File: src/sv/qspid_pkg.sv
// shared types, constants, microcode table and rounding helper for the speed controller
package qspid_pkg;

  localparam int CNT_W      = 16;
  localparam int SPEED_W    = 32;
  localparam int GAIN_W     = 16;
  localparam int ERR_W      = SPEED_W + 1;
  localparam int DIFF_W     = ERR_W + 1;
  localparam int MUL_A_W    = DIFF_W + 1;
  localparam int MUL_B_W    = GAIN_W + 1;
  localparam int MUL_P_W    = MUL_A_W + MUL_B_W;
  localparam int Q_BITS     = 8;
  localparam int RZ_W       = MUL_P_W - Q_BITS;
  localparam int ACC_W      = RZ_W + 2;
  localparam int INTEG_W    = 20;
  localparam int DRIVE_W    = 11;
  localparam int PC_W       = 4;
  localparam int CFG_IDX_W  = 3;
  localparam int CFG_DATA_W = 32;

  localparam int INTEG_HIGH   = 1000 * 256;
  localparam int INTEG_RELOAD = 500 * 256;
  localparam int DRIVE_MAX    = 1024;
  localparam int DRIVE_LIMIT  = DRIVE_MAX * 256;

  localparam logic [SPEED_W-1:0] TARGET_RST = 32'd25600;
  localparam logic [GAIN_W-1:0]  PROP_RST   = 16'd2560;
  localparam logic [GAIN_W-1:0]  INTEG_RST  = 16'd256;
  localparam logic [GAIN_W-1:0]  DERIV_RST  = 16'd1280;
  localparam logic [GAIN_W-1:0]  SCALE_RST  = 16'd256;

  typedef enum logic [1:0] {
    FUNC_EDGE_A = 2'd0,
    FUNC_EDGE_B = 2'd1,
    FUNC_TICK   = 2'd2,
    FUNC_NONE   = 2'd3
  } func_t;

  typedef enum logic [CFG_IDX_W-1:0] {
    REG_TARGET = 3'd0,
    REG_PROP   = 3'd1,
    REG_INTEG  = 3'd2,
    REG_DERIV  = 3'd3,
    REG_SCALE  = 3'd4
  } reg_idx_t;

  typedef enum logic [1:0] {
    MA_COUNT = 2'd0,
    MA_ERR   = 2'd1,
    MA_DIFF  = 2'd2
  } mul_a_t;

  typedef enum logic [1:0] {
    MB_SCALE = 2'd0,
    MB_PROP  = 2'd1,
    MB_INTEG = 2'd2,
    MB_DERIV = 2'd3
  } mul_b_t;

  typedef enum logic [3:0] {
    OP_NOP    = 4'd0,
    OP_ACCEPT = 4'd1,
    OP_SPEED  = 4'd2,
    OP_ERR    = 4'd3,
    OP_DIFF   = 4'd4,
    OP_ACC_P  = 4'd5,
    OP_INTEG  = 4'd6,
    OP_ADD_I  = 4'd7,
    OP_ADD_D  = 4'd8,
    OP_EMIT   = 4'd9
  } op_t;

  typedef enum logic [1:0] {
    SEQ_NEXT     = 2'd0,
    SEQ_WAIT_IN  = 2'd1,
    SEQ_WAIT_OUT = 2'd2
  } seq_t;

  typedef struct packed {
    op_t             op;
    logic            mul_en;
    mul_a_t          mul_a;
    mul_b_t          mul_b;
    seq_t            seq;
    logic [PC_W-1:0] target;
  } ctrl_t;

  typedef struct packed {
    logic go_tick;
    logic out_free;
  } stat_t;

  // microprogram: step 0 takes items, steps 1 to 9 run one tick
  function automatic ctrl_t ucode(logic [PC_W-1:0] pc);
    ctrl_t c;
    c = '{op: OP_NOP, mul_en: 1'b0, mul_a: MA_COUNT, mul_b: MB_SCALE,
          seq: SEQ_NEXT, target: '0};
    unique case (pc)
      4'd0: begin
        c.op  = OP_ACCEPT;
        c.seq = SEQ_WAIT_IN;
      end
      4'd1: begin
        c.mul_en = 1'b1;
        c.mul_a  = MA_COUNT;
        c.mul_b  = MB_SCALE;
      end
      4'd2: c.op = OP_SPEED;
      4'd3: c.op = OP_ERR;
      4'd4: begin
        c.op     = OP_DIFF;
        c.mul_en = 1'b1;
        c.mul_a  = MA_ERR;
        c.mul_b  = MB_PROP;
      end
      4'd5: begin
        c.op     = OP_ACC_P;
        c.mul_en = 1'b1;
        c.mul_a  = MA_ERR;
        c.mul_b  = MB_INTEG;
      end
      4'd6: begin
        c.op     = OP_INTEG;
        c.mul_en = 1'b1;
        c.mul_a  = MA_DIFF;
        c.mul_b  = MB_DERIV;
      end
      4'd7: c.op = OP_ADD_I;
      4'd8: c.op = OP_ADD_D;
      4'd9: begin
        c.op     = OP_EMIT;
        c.seq    = SEQ_WAIT_OUT;
        c.target = '0;
      end
      default: begin
        c.seq    = SEQ_WAIT_OUT;
        c.target = '0;
      end
    endcase
    return c;
  endfunction

  // divide a product by 256, rounding toward zero
  function automatic logic signed [RZ_W-1:0] rz(logic signed [MUL_P_W-1:0] x);
    logic signed [MUL_P_W-1:0] t;
    t = x + (x[MUL_P_W-1] ? {{(MUL_P_W-Q_BITS){1'b0}}, {Q_BITS{1'b1}}} : '0);
    return t[MUL_P_W-1:Q_BITS];
  endfunction

endpackage

File: src/sv/qspid_seq.sv
// microcode sequencer: step counter, control word lookup and jumps
module qspid_seq import qspid_pkg::*; (
  input  logic  clk,
  input  logic  rst_n,
  input  stat_t stat,
  output ctrl_t ctrl
);

  logic [PC_W-1:0] pc_r;
  logic [PC_W-1:0] pc_nxt;

  assign ctrl = ucode(pc_r);

  always_comb begin
    pc_nxt = pc_r;
    unique case (ctrl.seq)
      SEQ_NEXT:     pc_nxt = PC_W'(pc_r + 1'b1);
      SEQ_WAIT_IN:  pc_nxt = stat.go_tick ? PC_W'(pc_r + 1'b1) : pc_r;
      SEQ_WAIT_OUT: pc_nxt = stat.out_free ? ctrl.target : pc_r;
      default:      pc_nxt = '0;
    endcase
  end

  always_ff @(posedge clk) begin
    if (!rst_n) begin
      pc_r <= '0;
    end else begin
      pc_r <= pc_nxt;
    end
  end

endmodule

File: src/sv/qspid_dp.sv
// datapath: edge counter, config registers, shared multiplier, pid accumulator, output register
module qspid_dp import qspid_pkg::*; (
  input  logic                  clk,
  input  logic                  rst_n,
  input  ctrl_t                 ctrl,
  output stat_t                 stat,
  input  logic                  in_tvalid,
  output logic                  in_tready,
  input  logic [7:0]            in_tdata,
  input  logic [1:0]            in_tuser,
  output logic                  out_tvalid,
  input  logic                  out_tready,
  output logic [47:0]           out_tdata,
  input  logic                  cfg_valid,
  output logic                  cfg_ready,
  input  logic [CFG_IDX_W-1:0]  cfg_index,
  input  logic [CFG_DATA_W-1:0] cfg_data
);

  localparam logic signed [RZ_W:0]    I_HIGH   = (RZ_W+1)'(INTEG_HIGH);
  localparam logic signed [RZ_W:0]    I_LOW    = (RZ_W+1)'(-INTEG_HIGH);
  localparam logic signed [INTEG_W-1:0] I_RELOAD_P = INTEG_W'(INTEG_RELOAD);
  localparam logic signed [INTEG_W-1:0] I_RELOAD_N = INTEG_W'(-INTEG_RELOAD);
  localparam logic signed [ACC_W-1:0] K_LIMIT  = ACC_W'(DRIVE_LIMIT);

  logic [SPEED_W-1:0]         target_r;
  logic [GAIN_W-1:0]          prop_r;
  logic [GAIN_W-1:0]          integ_r;
  logic [GAIN_W-1:0]          deriv_r;
  logic [GAIN_W-1:0]          scale_r;

  logic [CNT_W-1:0]           cnt_r;
  logic [CNT_W-1:0]           cnt_lat_r;
  logic signed [SPEED_W-1:0]  speed_r;
  logic signed [ERR_W-1:0]    err_r;
  logic signed [DIFF_W-1:0]   diff_r;
  logic signed [MUL_P_W-1:0]  prod_r;
  logic signed [ACC_W-1:0]    acc_r;
  logic signed [INTEG_W-1:0]  i_r;
  logic signed [INTEG_W-1:0]  isum_r;
  logic signed [ERR_W-1:0]    last_err_r;

  logic                       out_valid_r;
  logic [DRIVE_W-1:0]         out_drive_r;
  logic [SPEED_W-1:0]         out_speed_r;

  logic signed [MUL_A_W-1:0]  mul_a;
  logic signed [MUL_B_W-1:0]  mul_b;
  logic signed [RZ_W-1:0]     rz_v;
  logic signed [RZ_W:0]       i_sum;
  logic signed [INTEG_W-1:0]  i_nxt;
  logic [DRIVE_W-1:0]         drive_nxt;
  logic                       in_fire;
  func_t                      func;

  assign func      = func_t'(in_tuser);
  assign in_tready = (ctrl.op == OP_ACCEPT);
  assign in_fire   = in_tvalid && in_tready;
  assign cfg_ready = 1'b1;

  assign stat.go_tick  = in_fire && (func == FUNC_TICK);
  assign stat.out_free = !out_valid_r || out_tready;

  assign out_tvalid = out_valid_r;
  assign out_tdata  = {5'b0, out_speed_r, out_drive_r};

  always_comb begin
    unique case (ctrl.mul_a)
      MA_COUNT: mul_a = {{(MUL_A_W-CNT_W){cnt_lat_r[CNT_W-1]}}, cnt_lat_r};
      MA_ERR:   mul_a = {{(MUL_A_W-ERR_W){err_r[ERR_W-1]}}, err_r};
      MA_DIFF:  mul_a = {{(MUL_A_W-DIFF_W){diff_r[DIFF_W-1]}}, diff_r};
      default:  mul_a = '0;
    endcase
    unique case (ctrl.mul_b)
      MB_SCALE: mul_b = {1'b0, scale_r};
      MB_PROP:  mul_b = {1'b0, prop_r};
      MB_INTEG: mul_b = {1'b0, integ_r};
      MB_DERIV: mul_b = {1'b0, deriv_r};
      default:  mul_b = '0;
    endcase
  end

  assign rz_v  = rz(prod_r);
  assign i_sum = {{(RZ_W+1-INTEG_W){isum_r[INTEG_W-1]}}, isum_r} + {rz_v[RZ_W-1], rz_v};

  // integral reload past the limits
  always_comb begin
    priority if (i_sum > I_HIGH) begin
      i_nxt = I_RELOAD_P;
    end else if (i_sum < I_LOW) begin
      i_nxt = I_RELOAD_N;
    end else begin
      i_nxt = i_sum[INTEG_W-1:0];
    end
  end

  always_comb begin
    priority if (acc_r > K_LIMIT) begin
      drive_nxt = DRIVE_W'(DRIVE_MAX);
    end else if (acc_r[ACC_W-1]) begin
      drive_nxt = '0;
    end else begin
      drive_nxt = acc_r[Q_BITS+DRIVE_W-1:Q_BITS];
    end
  end

  // config and controller state
  always_ff @(posedge clk) begin
    if (!rst_n) begin
      target_r   <= TARGET_RST;
      prop_r     <= PROP_RST;
      integ_r    <= INTEG_RST;
      deriv_r    <= DERIV_RST;
      scale_r    <= SCALE_RST;
      cnt_r      <= '0;
      isum_r     <= '0;
      last_err_r <= '0;
    end else begin
      if (cfg_valid) begin
        unique case (reg_idx_t'(cfg_index))
          REG_TARGET: target_r <= cfg_data;
          REG_PROP:   prop_r   <= cfg_data[GAIN_W-1:0];
          REG_INTEG:  integ_r  <= cfg_data[GAIN_W-1:0];
          REG_DERIV:  deriv_r  <= cfg_data[GAIN_W-1:0];
          REG_SCALE:  scale_r  <= cfg_data[GAIN_W-1:0];
          default: ;
        endcase
      end
      if (in_fire) begin
        unique case (func)
          FUNC_EDGE_A: cnt_r <= in_tdata[0] ? CNT_W'(cnt_r + 1'b1) : CNT_W'(cnt_r - 1'b1);
          FUNC_EDGE_B: cnt_r <= in_tdata[0] ? CNT_W'(cnt_r - 1'b1) : CNT_W'(cnt_r + 1'b1);
          FUNC_TICK:   cnt_r <= '0;
          default: ;
        endcase
      end
      if (ctrl.op == OP_ADD_D) begin
        isum_r     <= i_r;
        last_err_r <= err_r;
      end
    end
  end

  // working registers of one tick
  always_ff @(posedge clk) begin
    if (stat.go_tick) begin
      cnt_lat_r <= cnt_r;
    end
    if (ctrl.mul_en) begin
      prod_r <= mul_a * mul_b;
    end
    unique case (ctrl.op)
      OP_SPEED: speed_r <= rz_v[SPEED_W-1:0];
      OP_ERR:   err_r   <= {target_r[SPEED_W-1], target_r} - {speed_r[SPEED_W-1], speed_r};
      OP_DIFF:  diff_r  <= {err_r[ERR_W-1], err_r} - {last_err_r[ERR_W-1], last_err_r};
      OP_ACC_P: acc_r   <= {{(ACC_W-RZ_W){rz_v[RZ_W-1]}}, rz_v};
      OP_INTEG: i_r     <= i_nxt;
      OP_ADD_I: acc_r   <= acc_r + {{(ACC_W-INTEG_W){i_r[INTEG_W-1]}}, i_r};
      OP_ADD_D: acc_r   <= acc_r + {{(ACC_W-RZ_W){rz_v[RZ_W-1]}}, rz_v};
      default: ;
    endcase
  end

  // output register
  always_ff @(posedge clk) begin
    if (!rst_n) begin
      out_valid_r <= 1'b0;
    end else if (ctrl.op == OP_EMIT && stat.out_free) begin
      out_valid_r <= 1'b1;
    end else if (out_tready) begin
      out_valid_r <= 1'b0;
    end
  end

  always_ff @(posedge clk) begin
    if (ctrl.op == OP_EMIT && stat.out_free) begin
      out_drive_r <= drive_nxt;
      out_speed_r <= speed_r;
    end
  end

endmodule

File: src/sv/quadrature_speed_pid.sv
// top level of the quadrature encoder speed controller with pid drive output
//
//  channel | dir | fields
//  in_     | in  | tuser[1:0] func, tdata[0] other_level
//  out_    | out | tdata[10:0] drive, tdata[42:11] measured_speed
//  cfg_    | in  | cfg_index register, cfg_data value
//
// an edge transfer is taken in step 0 and leaves the sequencer there; a tick runs the
// microprogram, which shares one 35x17 multiplier over four products
// reset clears counter, integral and last error and loads register defaults
// the last step waits while the output register still holds an untaken result
// the next input is taken while a result waits on the output
module quadrature_speed_pid import qspid_pkg::*; (
  input  logic                  clk,
  input  logic                  rst_n,
  input  logic                  in_tvalid,
  output logic                  in_tready,
  input  logic [7:0]            in_tdata,   // other_level
  input  logic [1:0]            in_tuser,   // func
  output logic                  out_tvalid,
  input  logic                  out_tready,
  output logic [47:0]           out_tdata,  // drive, measured_speed
  input  logic                  cfg_valid,
  output logic                  cfg_ready,
  input  logic [CFG_IDX_W-1:0]  cfg_index,
  input  logic [CFG_DATA_W-1:0] cfg_data
);

  ctrl_t ctrl;
  stat_t stat;

  qspid_seq u_seq (
    .clk   (clk),
    .rst_n (rst_n),
    .stat  (stat),
    .ctrl  (ctrl)
  );

  qspid_dp u_dp (
    .clk        (clk),
    .rst_n      (rst_n),
    .ctrl       (ctrl),
    .stat       (stat),
    .in_tvalid  (in_tvalid),
    .in_tready  (in_tready),
    .in_tdata   (in_tdata),
    .in_tuser   (in_tuser),
    .out_tvalid (out_tvalid),
    .out_tready (out_tready),
    .out_tdata  (out_tdata),
    .cfg_valid  (cfg_valid),
    .cfg_ready  (cfg_ready),
    .cfg_index  (cfg_index),
    .cfg_data   (cfg_data)
  );

endmodule
File: config.mk
export PLATFORM = sky130hd
export DESIGN_NAME = quadrature_speed_pid
export DESIGN_NICKNAME = d
export VERILOG_FILES = /design/src/sv/qspid_pkg.sv /design/src/sv/qspid_seq.sv /design/src/sv/qspid_dp.sv /design/src/sv/quadrature_speed_pid.sv
export SDC_FILE = /design/constraint.sdc
export NUM_CORES = 2
export LEC_CHECK = 0
export ABC_CLOCK_PERIOD_IN_PS = 11300
export BUFFER_PORTS_ARGS = -buffer_cell sky130_fd_sc_hd__clkbuf_2
export CAP_MARGIN = 0
export CORE_MARGIN = 2
export CORE_UTILIZATION = 50
export DETAILED_ROUTE_END_ITERATION = 8
export GPL_ROUTABILITY_DRIVEN = 1
export PLACE_DENSITY = 0.66
export SYNTH_ARGS = -nofsm -noshare
export SYNTH_HDL_FRONTEND = slang
export SYNTH_SLANG_ARGS = --single-unit
File: constraint.sdc
create_clock -name clk -period 11.3 [get_ports clk]
set_input_delay 1.13 -clock clk [delete_from_list [all_inputs] [get_ports clk]]
set_output_delay 1.13 -clock clk [all_outputs]
set_load 0.01 [all_outputs]
==> flow_metrics.py <==
metrics = {
    "min_path": {
        "hold_class": "reg -> reg",
    },
    "synth": {
        "ys_seq_elements": 446,
        "synthTopCellsByArea": "fa_1 (23%), edfxtp_1 (18%), ha_1 (7.9%)",
        "synth.avg_cell_area_sq_um": 8.69,
        "yosysTopAreaCellShare_pct": 22.9,
        "synthCells": 5293,
        "yosysUniqueCellTypes": 81,
        "yosys.area.top_type": "fa_1",
        "async_flop_share_pct": 0,
        "synth-edff-count": 276,
        "syn-cell-area_sq_um": 46000,
        "synth_compound_area_share_pct": 14.2,
        "synth_top_family_by_area": "adder cells",
        "synth_xor_xnor_area_share_pct": 4.13,
        "synth.area.mux_share_pct": 0.555,
        "yosys_warnings": 0,
        "yosys.area_share.simple_pct": 16.5,
        "synthAdderAreaFrac_pct": 30.8,
        "synthFlopType": "edfxtp_1",
        "seq_area_frac_synth_pct": 25.4,
    },
    "die": {
        "rows": 111,
        "die_area_sq_um": 94400,
        "start_util_pct": 50.3,
        "fp.coreArea_sq_um": 91400,
        "dieWidth_microns": 307,
        "die_h_microns": 307,
        "io_pins": 101,
    },
    "setup_path": {
        "start_kind": "flop",
        "critPathSlowestCell": "mux2i_4",
        "path_common_cell": "fa_1",
        "crit_required_ns": 11.75,
        "path_class": "reg -> reg",
        "crit_path_max_incr_delay_ns": 0.75,
        "arrival_ns": 10.26,
        "cp-end-kind": "flop",
        "path_max_fanout": 30,
    },
    "finish": {
        "area_growth_pct": 7.87,
        "drive_gt1_share_pct": 6.00,
        "nFillCells": 8403,
        "final_nets": 6161,
        "layout_common_cells": "nand2_1 (862), inv_1 (777), fa_1 (525)",
        "antenna_cells": 0,
        "layout_commonest_cell": "nand2_1",
        "finalInstanceArea_sq_um": 49600,
    },
    "placed_design": {
        "place_ws_ns": 1.50,
        "dpl-instance-area_sq_um": 47900,
        "port_buffers": 87,
        "hpwl_mm": 106,
        "routabilityCongestion": 0.951,
    },
    "pwr": {
        "p_leak_nw": 21.6,
        "combPwrFrac_pct": 41.4,
        "finalPower_mw": 6.58,
        "p_int_mw": 3.94,
        "power_density_nw_per_um2": 133,
        "switchingPower_mw": 2.65,
        "ir_worst_vdd_mv": 0.142,
        "clkPwrFrac_pct": 26.3,
        "pwr-share-seq_pct": 32.3,
        "switching_share_pct": 40.2,
    },
    "sta": {
        "finalHoldViolCount": 0,
        "rsz0062_at_grt": "false",
        "setup_slack_ns": 1.49,
        "fin_crit_sh_pct": 86.8,
        "maxSlewViolCount": 0,
        "period_minus_slack_ns": 9.81,
        "setup-tns-final_ns": 0,
        "fin_hold_ws_ns": 0.452,
        "worst_pin_slew_ns": 1.30,
        "max_slew_margin_pct": 13.5,
        "max_freq_ghz": 0.102,
        "fin_skew_ns": 0.0261,
        "setup_viol": 0,
    },
    "outcome": {
        "outcome": "finished, final reports clean",
    },
    "route": {
        "drt-initial-drc-count": 3312,
        "first_pass_iters": 6,
        "wl_mm": 133,
        "vias": 37600,
        "vias_per_cell": 5.76,
        "wl_per_cell_microns": 20.5,
        "drc": 0,
        "ant_nets": 0,
    },
    "cts": {
        "cts.sink_count": 446,
        "post_cts_buffers": 0,
        "cts_buffers": 49,
        "cts_hold_buf": 0,
        "clk_path_buf_depth": 3,
        "clock_latency_ns": 0.63,
        "post_cts_resized": 0,
        "cts_root_buf": "clkbuf_16",
        "cts_tree": "done",
        "htreeDepth": 2,
        "cts.clk_slew.worst_paths_ns": 0.06,
    },
    "global_route": {
        "grt_pass1_wl_mm": 209,
        "grt_max_degree": 95,
        "grt_pass1_vias": 36300,
        "grtUsageTotal_pct": 28.4,
        "antenna_found_initial": 1,
        "overflow": 0,
    },
    "run": {
        "drv_cap": 0,
    },
}
metrics by stage:
stage / cells / util [%]
2_1_floorplan: 5297 / -
4_1_cts: 6521 / 54.3
3_3_place_gp: 6429 / 52.4
6_report: 6521 / 54.3
5_1_grt: 6521 / 54.3
3_5_place_dp: 6429 / 52.4
worst max-delay path: cells and delay by family, from the launching register on:
family                     cells  cell delay [ns]
adders and majority gates      8             3.82
AOI/OAI and AO/OA              7             1.80
and+or+nand+nor                6             1.57
buffers and inverters          7             1.25
muxes                          1             0.75
DFF                            1             0.38
state kept, by name (all words and copies together), names as in the netlist:
name / count
u_dp.cnt_lat_r: 16
u_dp.out_tvalid: 1
u_seq.pc_r: 4
u_dp.last_err_r: 33
u_dp.cnt_r: 16
u_dp.i_r: 20
u_dp.diff_r: 34
u_dp.deriv_r: 16
u_dp.out_speed_r: 32
u_dp.speed_r: 32
u_dp.prop_r: 16
u_dp.integ_r: 16
u_dp.out_drive_r: 11
u_dp.prod_r: 52
u_dp.err_r: 33
u_dp.acc_r: 46
u_dp.target_r: 32
u_dp.isum_r: 20
u_dp.scale_r: 16
cell usage after synthesis (14+ instances only):
cell / number
o22ai_1: 15
and2_1: 35
o21bai_1: 31
a22oi_1: 24
nor4_1: 22
fa_1: 525
nand2_1: 863
nand4_1: 45
a211oi_1: 35
nor3_1: 83
o211ai_1: 20
a21oi_1: 386
o21a_1: 53
nand2b_1: 36
o21ai_1: 16
or3_1: 22
nor2b_1: 32
dfxtp_1: 170
inv_1: 777
ha_1: 292
o21ai_0: 188
and3_1: 42
a211o_1: 14
xor2_1: 73
mux2i_1: 21
clkbuf_1: 210
a31oi_1: 22
nand3_1: 95
or2_2: 16
edfxtp_1: 276
a221oi_1: 27
a21o_1: 86
nor2_1: 397
xnor2_1: 144
a221o_1: 25
layout make-up:
class	instances	area (sq um)	share of cell area [%]
clock buffer	59	1310	2.65
clock inverter	33	413	0.832
inverter	778	2920	5.89
multi-input combinational	3844	30700	61.9
sequential	446	11700	23.6
tap	1186	1480	2.99
timing repair buffer	175	1100	2.21
power groups by stage:
stage          logic [mW]  clock network [mW]  registers [mW]
6_report             2.73                1.73            2.12
5_1_grt              3.01                1.82            2.14
2_1_floorplan        1.83                   0            2.09
3_3_place_gp         2.66                   0            2.15
3_5_place_dp         2.67                   0            2.15
4_1_cts              2.71                1.76            2.12
final timing paths:
path	startpoint	end	slack, ns	cells past startpoint
setup reg to reg	u_seq.pc_r[0]$_SDFFE_PN0P_	u_dp.prod_r[50]$_DFFE_PN_	1.49	29
hold / removal	u_dp.prop_r[10]$_SDFFE_PN0P_	u_dp.prop_r[10]$_SDFFE_PN0P_	0.45	2
hold reg to reg	u_dp.prop_r[10]$_SDFFE_PN0P_	u_dp.prop_r[10]$_SDFFE_PN0P_	0.45	2
setup / recovery	u_seq.pc_r[0]$_SDFFE_PN0P_	u_dp.prod_r[50]$_DFFE_PN_	1.49	29
metal layers:
| metal | vias to the layer above | wire length, microns | GRT usage (%) |
|---|---|---|---|
| li1 | 17500 | - | - |
| met1 | 18500 | 58500 | 40.8 |
| met2 | 1366 | 60000 | 44.4 |
| met3 | 207 | 9920 | 3.72 |
| met4 | 2 | 5020 | 9.73 |
| met5 | - | 13 | 0 |
kinds of logic (layout without fill, tap and decap cells):
logic type / Yosys count / after routing
other: 2 / 6
multiplexers: 25 / 25
adder cells (fa/ha/maj): 817 / 817
AND/OR/NAND/NOR: 1739 / 1739
buffers and inverters: 1007 / 1045
flip-flops: 446 / 446
AO/OA/AOI/OAI: 1040 / 1040
XOR/XNOR: 217 / 217
Note: power is estimated with default switching activity, not from simulation.
